[config.mk]
export PLATFORM = sky130hd
export DESIGN_NAME = ikq_ctrl
export DESIGN_NICKNAME = d
export VERILOG_FILES = /design/src/design/ikq_pkg.sv /design/src/design/ikq_ctrl.sv
export SDC_FILE = /design/constraint.sdc
export NUM_CORES = 1
export LEC_CHECK = 0
export BUFFER_PORTS_ARGS = -buffer_cell sky130_fd_sc_hd__buf_4
export CORE_MARGIN = 4
export CORE_UTILIZATION = 40
export DETAILED_ROUTE_END_ITERATION = 8
export GPL_ROUTABILITY_DRIVEN = 0
export PLACE_DENSITY = 0.68
export SETUP_SLACK_MARGIN = 0.5
export SKIP_LAST_GASP = 1
export SLEW_MARGIN = 20
export SYNTH_ARGS = -nofsm -noshare
export SYNTH_HDL_FRONTEND = slang
export SYNTH_SLANG_ARGS = --single-unit
[constraint.sdc]
create_clock -name clock -period 1.6 [get_ports clock]
set_input_delay 0.08 -clock clock [delete_from_list [all_inputs] [get_ports clock]]
set_output_delay 0.08 -clock clock [all_outputs]
set_load 0.05 [all_outputs]
[src/design/ikq_pkg.sv]
package ikq_pkg;

   localparam int DEF_MAX_ITEMS    = 64;
   localparam int DEF_PAYLOAD_BITS = 32;
   localparam int KEY_W            = 32;
   localparam int PAYLOAD_W        = 32;

   // Datapath operations issued by the controller, one per cycle.
   typedef enum logic [4:0] {
      OP_NONE,
      OP_LOAD,
      OP_INIT,
      OP_POP,
      OP_DEC,
      OP_PIV,
      OP_IINC,
      OP_CAPI,
      OP_SWJ,
      OP_JDEC,
      OP_WRJ,
      OP_WRI,
      OP_WRR,
      OP_PUSHR,
      OP_PUSHL,
      OP_PUSHM,
      OP_ORD,
      OP_OLD,
      OP_ONEXT
   } op_type;

   typedef struct packed {
      op_type op;
   } cmd_type;

   typedef struct packed {
      logic sp_zero;
      logic range_bad;
      logic low;
      logic i_at_end;
      logic i_ge_j;
      logic out_last;
   } status_type;

endpackage

[src/design/ikq_ctrl.sv]
module ikq_ctrl (
   input  logic                clock,
   input  logic                reset,
   input  logic                req_valid,
   input  logic                req_last,
   input  logic                rsp_ready,
   input  ikq_pkg::status_type st,
   output ikq_pkg::cmd_type    cmd,
   output logic                req_ready
);

   typedef enum logic [3:0] {
      S_IDLE, S_INIT, S_POP, S_DEC, S_PIV, S_SCAN_I, S_SCAN_J, S_SWAP_W,
      S_FIX_I, S_FIX_R, S_PUSH_R, S_PUSH_L, S_PUSH_M, S_OUT_RD, S_OUT_LD, S_OUT_WAIT
   } state_type;

   state_type state_ff, state_in;
   logic      req_ready_ff;

   always_comb begin
      state_in = state_ff;
      cmd.op   = ikq_pkg::OP_NONE;
      unique case (state_ff)
         S_IDLE: begin
            if (req_valid && req_ready_ff) begin
               cmd.op = ikq_pkg::OP_LOAD;
               if (req_last) state_in = S_INIT;
            end
         end
         S_INIT: begin
            cmd.op   = ikq_pkg::OP_INIT;
            state_in = S_POP;
         end
         S_POP: begin
            if (st.sp_zero) begin
               state_in = S_OUT_RD;
            end else begin
               cmd.op   = ikq_pkg::OP_POP;
               state_in = S_DEC;
            end
         end
         S_DEC: begin
            if (st.range_bad) begin
               state_in = S_POP;
            end else begin
               cmd.op   = ikq_pkg::OP_DEC;
               state_in = S_PIV;
            end
         end
         S_PIV: begin
            cmd.op   = ikq_pkg::OP_PIV;
            state_in = S_SCAN_I;
         end
         S_SCAN_I: begin
            if (st.low && st.i_at_end) begin
               state_in = S_PUSH_M;
            end else if (st.low) begin
               cmd.op = ikq_pkg::OP_IINC;
            end else begin
               cmd.op   = ikq_pkg::OP_CAPI;
               state_in = S_SCAN_J;
            end
         end
         S_SCAN_J: begin
            if (st.low) begin
               cmd.op   = ikq_pkg::OP_SWJ;
               state_in = S_SWAP_W;
            end else if (st.i_ge_j) begin
               state_in = S_FIX_I;
            end else begin
               cmd.op = ikq_pkg::OP_JDEC;
            end
         end
         S_SWAP_W: begin
            cmd.op   = ikq_pkg::OP_WRJ;
            state_in = S_SCAN_I;
         end
         S_FIX_I: begin
            cmd.op   = ikq_pkg::OP_WRI;
            state_in = S_FIX_R;
         end
         S_FIX_R: begin
            cmd.op   = ikq_pkg::OP_WRR;
            state_in = S_PUSH_R;
         end
         S_PUSH_R: begin
            cmd.op   = ikq_pkg::OP_PUSHR;
            state_in = S_PUSH_L;
         end
         S_PUSH_L: begin
            cmd.op   = ikq_pkg::OP_PUSHL;
            state_in = S_POP;
         end
         S_PUSH_M: begin
            cmd.op   = ikq_pkg::OP_PUSHM;
            state_in = S_POP;
         end
         S_OUT_RD: begin
            cmd.op   = ikq_pkg::OP_ORD;
            state_in = S_OUT_LD;
         end
         S_OUT_LD: begin
            cmd.op   = ikq_pkg::OP_OLD;
            state_in = S_OUT_WAIT;
         end
         S_OUT_WAIT: begin
            if (rsp_ready) begin
               cmd.op   = ikq_pkg::OP_ONEXT;
               state_in = st.out_last ? S_IDLE : S_OUT_RD;
            end
         end
         default: state_in = S_IDLE;
      endcase
   end

   always_ff @(posedge clock) begin
      if (reset) begin
         state_ff     <= S_IDLE;
         req_ready_ff <= 1'b0;
      end else begin
         state_ff     <= state_in;
         req_ready_ff <= (state_in == S_IDLE);
      end
   end

   assign req_ready = req_ready_ff;

endmodule

=== Word level (Yosys, flattened, before mapping) ===
Index checks and enable logic that the tools add are counted.
W data, S select, Z words.

* Multiplexer cells: 20
* Equal/unequal tests: 15
* Reduce and logical (&&, ||, !) cells: 6

{| class="wikitable"
|+ Operators with widths
! operator !! count
|-
| $pmux W5 S16 || 1
|-
| $pmux W4 S13 || 1
|-
| $mux W4 || 11
|-
| $eq A4 B4 Y1 const B || 8
|-
| $eq A4 B3 Y1 const B || 4
|-
| $mux W3 || 3
|-
| $eq A4 B2 Y1 const B || 2
|-
| $logic_not A4 Y1 || 2
|-
| $mux W5 || 1
|-
| $eq A4 B1 Y1 const B || 1
|-
| $reduce_or A3 Y1 || 1
|-
| $logic_and A1 B1 Y1 || 2
|-
| $mux W1 || 2
|-
| $mux W2 || 1
|-
| $reduce_or A2 Y1 || 1
|}

* Logic and storage cells: 43
* Input bits: 11
* Bits in registers: 5
* Output and inout bits: 6

=== Longest topological paths before layout ===
Gate-level depths: netlist of the first run.

* Word-level depth: 4
* Gate-level depth with buffers: 6
* Gate-level depth less buffers: 4

=== Worst setup path after synthesis of the first run ===
Ideal clock, no wire load.

* Path type: register to output
* From: register state_ff[1]
* To: output cmd[0] (netlist name)
* Slack: -0.445 ns
* Stages on the path, launching flop included: 5
* Arrival: 1.965 ns
* Required time: 1.520 ns
* Path buffers: 2
* Cell sequence: dfxtp_1 clkbuf_2 buf_2 o31a_1 o21ai_0

{| class="wikitable"
|+ RTL lines
! item !! line !! source
|-
| from (decl) || ikq_ctrl.sv:17 || <nowiki>state_type state_ff, state_in;</nowiki>
|-
| from (signal assigned) || ikq_ctrl.sv:121 || <nowiki>state_ff <= state_in;</nowiki>
|-
| to (decl) || ikq_ctrl.sv:8 || <nowiki>output ikq_pkg::cmd_type cmd,</nowiki>
|}

==> impl_metrics.ini, run 1 <==
[power]
switching_share_pct = 46.2
clockPowerShare_pct = 8.5
leakagePower_nw = 0.503
p_comb_share_pct = 77.8
vdd_drop_max_v = 0.00163
p_seq_share_pct = 13.7
p_per_area_mw_per_mm2 = 1400
p_int_w = 0.000950
p_switching_w = 0.000815

[setup_path]
crit_start = state_ff[1]
path_max_fanout = 6
endpoint_kind = primary output
required_ps = 1520
slowest_delay_ps = 380
ff2ff_setup_slack_ps = -120
crit_family = simple AND/OR/NAND/NOR gates
reg2reg_to = state_ff[1]
crit_slowest_cell = or3b_4
crit_type = flip-flop to primary output
crit_buf_inv = 2
reg2reg_depth = 8
reg2reg_from = state_ff[1]
worstSetupStartpointType = flip-flop
crit_chain = buf_12 -> or3b_4 -> a31oi_4 -> a221o_2 -> buf_8
worstPathArrival_ps = 1660
cp_num_cells = 5
worstSetupEndpoint = cmd[1]

[sta]
period_share_pct = 109
fin_tns_setup_ps = -477
tightest_slew_ps = 427
rsz0062_at_grt = yes
timing.final.max_slew_violations = 0
relSlewSlack_pct = 71.3
whs_ps = 10.8
clock_skew_ps = 2.93
layout_min_cycle_time_ps = 1740
clock.fmax_mhz = 574
worst_slack_ps = -141
setup_viol = 6
finalHoldViolations = 0

[clock_network]
path_clk_slew_ps = 50
cts_made_buffers = 3
cts_buffer_depth = 2
cts_tree = built
root_buffer = clkbuf_4
cts-htree-levels = 1
clkLatencyLatePin_ps = 250
cts.sinks = 5

[synth]
synth_nets = 98
synth-warning-count = 0
synth_ff_type = dfxtp_1
netlist-cell-type-count = 38
syn_area_sq_um = 618
yosysMostFrequentCell = nand2_1
synth_seq_cells = 5
synth-edff-count = 0
ys_seq_area_share_pct = 16.2
syn_inst = 87
netlist.area_leader.share_pct = 16.2
yosys-top-cells-area = dfxtp_1 16%, nor2b_1 9.1%, o21ai_0 6.5%
netlist_top_cells_count = 10 x nand2_1, 9 x nor2b_1, 8 x o21ai_0
syn_avg_cell_area_sq_um = 7.10
synthArstFlopShare_pct = 0
synth_top_area_cell = dfxtp_1

[detailed_routing]
drc = 0
drtPass1Iterations = 4
drtIter0Drc = 63
num_vias = 936
wl_um = 3060
wl_per_cell_um = 22.0
ant_nets = 0
vias_per_cell = 6.73

[cells_and_area]
final_util_pct = 91.3
final_nets = 136
antenna_cells = 0
area_growth_pct = 104
drive_above_1_share_pct = 68.5

[placement]
hpwl_um = 1470
port_buffers = 16

[grt]
grt_first_pass_wirelength_um = 3850
grt_pass1_vias = 852
grt_start_max_net_pins = 12
grt_usage_pct = 25.0
grt_antenna_before_repair = 0
grt_overflow_total = 0

[floorplanning]
pin_count = 17
dieArea_sq_mm = 0.00224
num_rows = 13
die_x_um = 47.3
start_util_pct = 44.7
dieHeight_um = 47.3
core_area_sq_mm = 0.00138

[job]
cap_violations = 0

[hold_path]
holdCritStartpoint = reset
hp-class = primary input to flip-flop

[status]
violations = negative setup slack
status = complete, but fails checks
flip-flops by register name, indices dropped and copies added, names as in the netlist:
| register | count |
|---|---|
| req_ready | 1 |
| state_ff | 4 |
repair_timing:
item	4_1_cts	5_1_grt
endpoints found under the setup margin	10	10
resized for setup	37	25
hold buffers	0	0
pin swaps	11	12
buffers inserted	9	7
power groups by stage:
| stage | sequential [W] | clock, W | combinational (W) |
|---|---|---|---|
| after floorplan | 0.000223 | 0 | 0.000689 |
| after global placement | 0.000243 | 0 | 0.000841 |
| after detailed placement | 0.000244 | 0 | 0.000842 |
| after CTS | 0.000245 | 0.000151 | 0.00112 |
| after global routing | 0.000246 | 0.000163 | 0.00142 |
| final | 0.000241 | 0.000150 | 0.00137 |
how the worst min path moves through the flow:
stage                     depth (start not counted)          end
after CTS                                         2  state_ff[3]
final                                             2  state_ff[2]
after global placement                            2  state_ff[3]
after floorplan                                   1  state_ff[3]
after detailed placement                          2  state_ff[0]
after global routing                              2  state_ff[2]
final cells by class:
type	instances	area (sq um)
Tap cell	15	18.8
Clock buffer	4	26.3
Fill cell	49	120
Multi-Input combinational cell	71	702
Inverter	2	7.51
Sequential cell	5	116
Timing Repair Buffer	42	392
cells by family after synthesis:
| group | share of synthesized area, % |
|---|---|
| buf+inv | 9.51 |
| compound gates | 28.5 |
| flops | 16.2 |
| simple gates | 45.8 |
metrics by stage:
stage	setup WS [ps]	instance area, sq um	std cells	power [W]
after floorplan	213	733	87	0.000912
after global placement	-60.2	861	119	0.00108
after detailed placement	-68.9	861	119	0.00109
after CTS	-99.0	1110	132	0.00152
after global routing	-142	1260	139	0.00183
final	-141	1260	139	0.00177
placed cells by master (no fill, tap or decap), types with 3 or more instances in the layout:
cell      Yosys  layout
buf_8         0       4
buf_6         1       9
nor2b_1       9       6
o21ai_2       0       3
buf_4         1      28
nand3_1       5       4
nand2_1      10       7
dfxtp_4       0       4
clkbuf_4      0       3
routing by layer:
metal | share of wire (%) | global-route usage [%] | wire, um
met3 | 8.6 | 3.45 | 263
met2 | 49 | 41.2 | 1510
met5 | 0 | 0 | 0
met4 | 5.6 | 19.3 | 170
met1 | 36 | 28.5 | 1110
Power figures use the tool's default switching activity.
==> run 2, diff against run 1 <==
- PLACE_DENSITY: 0.68 -> 0.65
- SKIP_LAST_GASP: 1 -> not set
==> impl_metrics.ini, run 2 (synthesized netlist as in run 1, its figures left out) <==
[setup_path]
endpoint_kind = primary output
crit_chain = buf_12 -> or3b_4 -> a31oi_4 -> a221o_2 -> buf_8
reg2reg_depth = 6
cp_num_cells = 5
slowest_delay_ps = 390
reg2reg_from = state_ff[1]
worstSetupStartpointType = flip-flop
crit_buf_inv = 2
path_max_fanout = 7
crit_slowest_cell = or3b_4
required_ps = 1520
crit_type = flip-flop to primary output
crit_start = state_ff[1]
worstPathArrival_ps = 1620
crit_family = simple AND/OR/NAND/NOR gates

[detailed_routing]
num_vias = 901
drtIter0Drc = 50
wl_per_cell_um = 19.8
vias_per_cell = 6.58
ant_nets = 0
drtPass1Iterations = 4
drc = 0
wl_um = 2710

[clock_network]
cts_made_buffers = 3
root_buffer = clkbuf_4
cts.sinks = 5
cts-htree-levels = 1
cts_tree = built
cts_buffer_depth = 2
path_clk_slew_ps = 50
clkLatencyLatePin_ps = 250

[cells_and_area]
regMostFlops = state_ff
final_nets = 134
fillers = 64
final_common_cell = buf_4
final_util_pct = 89.3
drive_above_1_share_pct = 65.6
antenna_cells = 0
largest_register_ffs = 4
area_growth_pct = 99.8
layout_common_cells = 24 x buf_4, 11 x buf_6, 8 x nand2_1

[power]
leakagePower_nw = 0.482
p_switching_w = 0.000777
switching_share_pct = 45.9
p_seq_share_pct = 13.8
p_per_area_mw_per_mm2 = 1370
p_int_w = 0.000917
power_w = 0.00169
clockPowerShare_pct = 9.2
vdd_drop_max_v = 0.00115
p_comb_share_pct = 77.0

[status]
violations = negative setup slack
status = complete, but fails checks

[sta]
worst_slack_ps = -102
clock_skew_ps = 8.10
rsz0062_at_grt = yes
tightest_slew_ps = 339
period_share_pct = 106
relSlewSlack_pct = 77.4
timing.final.max_slew_violations = 0
finalHoldViolations = 0
layout_min_cycle_time_ps = 1700
setup_viol = 2
clock.fmax_mhz = 588
fin_tns_setup_ps = -155

[hold_path]
hp-class = primary input to flip-flop
hold_depth = 2
holdCritStartpoint = reset

[floorplanning]
core_area_sq_mm = 0.00138
die_x_um = 47.3
dieArea_sq_mm = 0.00224
dieHeight_um = 47.3
pin_count = 17
start_util_pct = 44.7
num_rows = 13

[job]
cap_violations = 0

[grt]
grt_pass1_vias = 778
grt_first_pass_wirelength_um = 3750
grt_start_max_net_pins = 13
grt_usage_pct = 24.9
grt_overflow_total = 0
grt_antenna_before_repair = 0

[placement]
hpwl_um = 1530
port_buffers = 16
-- run 2: cell count changes in the layout (fill, tap and decap cells not counted), sizes merged --
cell | previous run | this run
buf | 42 | 40
-- run 2: final timing paths --
path,end,slack [ps]
worst max-delay path,cmd[1],-100
worst min-delay path,state_ff[0],30
worst max register to register,state_ff[1],50
worst min register to register,state_ff[3],740
-- run 2: repair_timing --
action | CTS | global route
pin swaps | 11 | 10
buffers inserted | 3 | 9
hold buffers | 0 | 0
setup endpoints to repair | 10 | 10
gates resized for setup | 31 | 24
-- run 2: per-layer routing --
| layer | up-vias | track usage [%] | part of all wire (%) |
|---|---|---|---|
| li1 | 398 | - | - |
| met1 | 435 | 31.4 | 37 |
| met2 | 58 | 37.4 | 52 |
| met3 | 10 | 6.51 | 8.6 |
| met4 | 0 | 15.5 | 2.2 |
| met5 | - | 0 | 0 |
-- run 2: worst reg2reg max path: stages (launching register included) --
cell	delay [ps]
dfxtp_4	360
buf_12	120
or3b_4	390
a31oi_4	190
buf_4	130
nand4bb_1	140
and2b_1	140
-- run 2: cell type report --
class	count	area (sq um)	share of cell area [%]
well taps	15	18.8	1.52
clock buffers	4	26.3	2.13
flip-flops and latches	5	114	9.22
repair buffers	40	389	31.5
multi-input cells	71	679	55.0
inverters	2	7.51	0.608
-- run 2: power groups by stage --
| stage | registers (W) | clock network, W | logic, W |
|---|---|---|---|
| after global placement | 0.000231 | 0 | 0.000875 |
| final | 0.000235 | 0.000155 | 0.00130 |
| after global routing | 0.000239 | 0.000164 | 0.00137 |
| after detailed placement | 0.000233 | 0 | 0.000885 |
| after CTS | 0.000234 | 0.000160 | 0.00104 |
| after floorplan | 0.000223 | 0 | 0.000689 |
-- run 2: metrics by stage --
step / hold slack, ps / setup WS, ps / area [sq um] / instances
final: 31.4 / -102 / 1230 / 137
after global routing: 34.0 / -126 / 1230 / 137
after CTS: 15.1 / -113 / 1060 / 128
after detailed placement: 287 / -21.6 / 888 / 121
after global placement: 293 / 15.4 / 888 / 121
after floorplan: 149 / 213 / 733 / 87
==> run 3, diff against run 2 <==
--- a/config.mk
+++ b/config.mk
@@ -7,9 +7,10 @@
 export LEC_CHECK = 0
 export BUFFER_PORTS_ARGS = -buffer_cell sky130_fd_sc_hd__buf_4
-export CORE_MARGIN = 4
-export CORE_UTILIZATION = 40
+export CORE_AREA = 4 4 41 43
 export DETAILED_ROUTE_END_ITERATION = 8
+export DIE_AREA = 0 0 45 47
 export GPL_ROUTABILITY_DRIVEN = 0
-export PLACE_DENSITY = 0.65
+export MAX_ROUTING_LAYER = met4
+export PLACE_DENSITY = 0.73
 export SETUP_SLACK_MARGIN = 0.5
 export SLEW_MARGIN = 20
==> constraint.sdc (replaced) <==
create_clock -name clock -period 1.6 [get_ports clock]
set_input_delay 0.08 -clock clock [delete_from_list [all_inputs] [get_ports clock]]
set_output_delay 0.08 -clock clock [all_outputs]
set_load 0.005 [all_outputs]
==> impl_metrics.ini, run 3 (synthesized netlist as in run 1, its figures left out) <==
[status]
status = complete, but fails checks
violations = negative setup slack

[grt]
grt_first_pass_wirelength_um = 4260
grt_start_max_net_pins = 10
grt_usage_pct = 29.6
grt_pass1_vias = 884
grt_antenna_before_repair = 0
grt_overflow_total = 0

[detailed_routing]
drtPass1Iterations = 4
wl_um = 3460
num_vias = 976
drtIter0Drc = 86
drc = 0
wl_per_cell_um = 24.2
vias_per_cell = 6.83
ant_nets = 0

[sta]
whs_ps = 189
fin_tns_setup_ps = -240
clock_skew_ps = 4.13
worst_slack_ps = -122
finalHoldViolations = 0
relSlewSlack_pct = 74.2
period_share_pct = 108
rsz0062_at_grt = yes
timing.final.max_slew_violations = 0
clock.fmax_mhz = 581
tightest_slew_ps = 381
layout_min_cycle_time_ps = 1720
setup_viol = 3

[setup_path]
crit_type = flip-flop to primary output
worstPathArrival_ps = 1640
required_ps = 1520
worstSetupStartpointType = flip-flop
path_max_fanout = 3
endpoint_kind = primary output

[power]
vdd_drop_max_v = 0.000896
leakagePower_nw = 0.505
p_per_area_mw_per_mm2 = 1200

[clock_network]
cts_buffer_depth = 2
cts_tree = built
cts-htree-levels = 1
path_clk_slew_ps = 50
cts.sinks = 5
cts_made_buffers = 3
clkLatencyLatePin_ps = 260
root_buffer = clkbuf_4

[floorplanning]
core_area_sq_mm = 0.00130
start_util_pct = 47.5
dieHeight_um = 47
die_x_um = 45
pin_count = 17
num_rows = 13
dieArea_sq_mm = 0.00212

[cells_and_area]
regMostFlops = state_ff
antenna_cells = 0
largest_register_ffs = 4
drive_above_1_share_pct = 63.3
final_nets = 140
final_common_cell = buf_4
area_growth_pct = 98.8
layout_common_cells = 30 x buf_4, 12 x buf_6, 9 x nand2_1

[job]
cap_violations = 0

[placement]
port_buffers = 16
hpwl_um = 1250

[hold_path]
hp-class = primary input to flip-flop
## run 3: cell count changes in the layout (fill, tap and decap cells not counted), moves of 2 or more
cell / before / now
nor3b_2: 0 / 2
dfxtp_2: 2 / 0
o21ai_4: 2 / 0
buf_8: 3 / 1
buf_4: 24 / 30
## run 3: metal layers
metal	track usage [%]	vias to the layer above	share of wire, %
li1	-	410	-
met1	33.7	462	39
met2	49.2	77	48
met3	5.75	27	8.2
met4	14.6	0	5.1
met5	-	-	0
## run 3: path summary, 6_finish.rpt
check / from / endpoint / slack, ps / cells after the start
worst max-delay path: state_ff[3] / cmd[1] / -120 / 4
worst min-delay path: req_last / req_ready / 190 / 4
worst max register to register: state_ff[1] / state_ff[1] / -10 / 6
worst min register to register: state_ff[3] / state_ff[2] / 800 / 4
## run 3: final cells by class
type	instances	area, sq um
clock buffers	4	26.3
fillers	40	72.6
inverters	2	7.51
multi-input cells	71	636
flip-flops and latches	5	115
well taps	15	18.8
repair buffers	46	425
## run 3: critical path: stages (launching register included)
cell and delay, ps:
dfxtp_4 360, or4b_4 540, a31oi_4 210, a221o_1 160, buf_4 120
## run 3: timing repair
item / CTS / global route
setup endpoints to repair: 10 / 10
hold buffers: 1 / 0
resized for setup: 40 / 17
hold endpoints to repair: 1 / 0
buffers inserted: 15 / 7
pin swaps: 18 / 10
gates cloned: 0 / 0
## run 3: report_power, final
part	switching, W	internal [W]	total [W]
sequential	0.0000523	0.000172	0.000224
clock	0.0000676	0.0000953	0.000163
combinational	0.000481	0.000610	0.00109
total	0.000601	0.000877	0.00148
## run 3: stage by stage
stage	power (W)	cells	utilization (%)	instance area (sq um)	setup slack (ps)
after global routing	0.00154	143	94.4	1230	-166
after CTS	0.00123	136	84.9	1100	-25.0
final	0.00148	143	94.4	1230	-122
after floorplan	0.000588	87	-	653	271
after global placement	0.000738	116	59.4	773	85.5
after detailed placement	0.000746	116	59.4	773	28.2
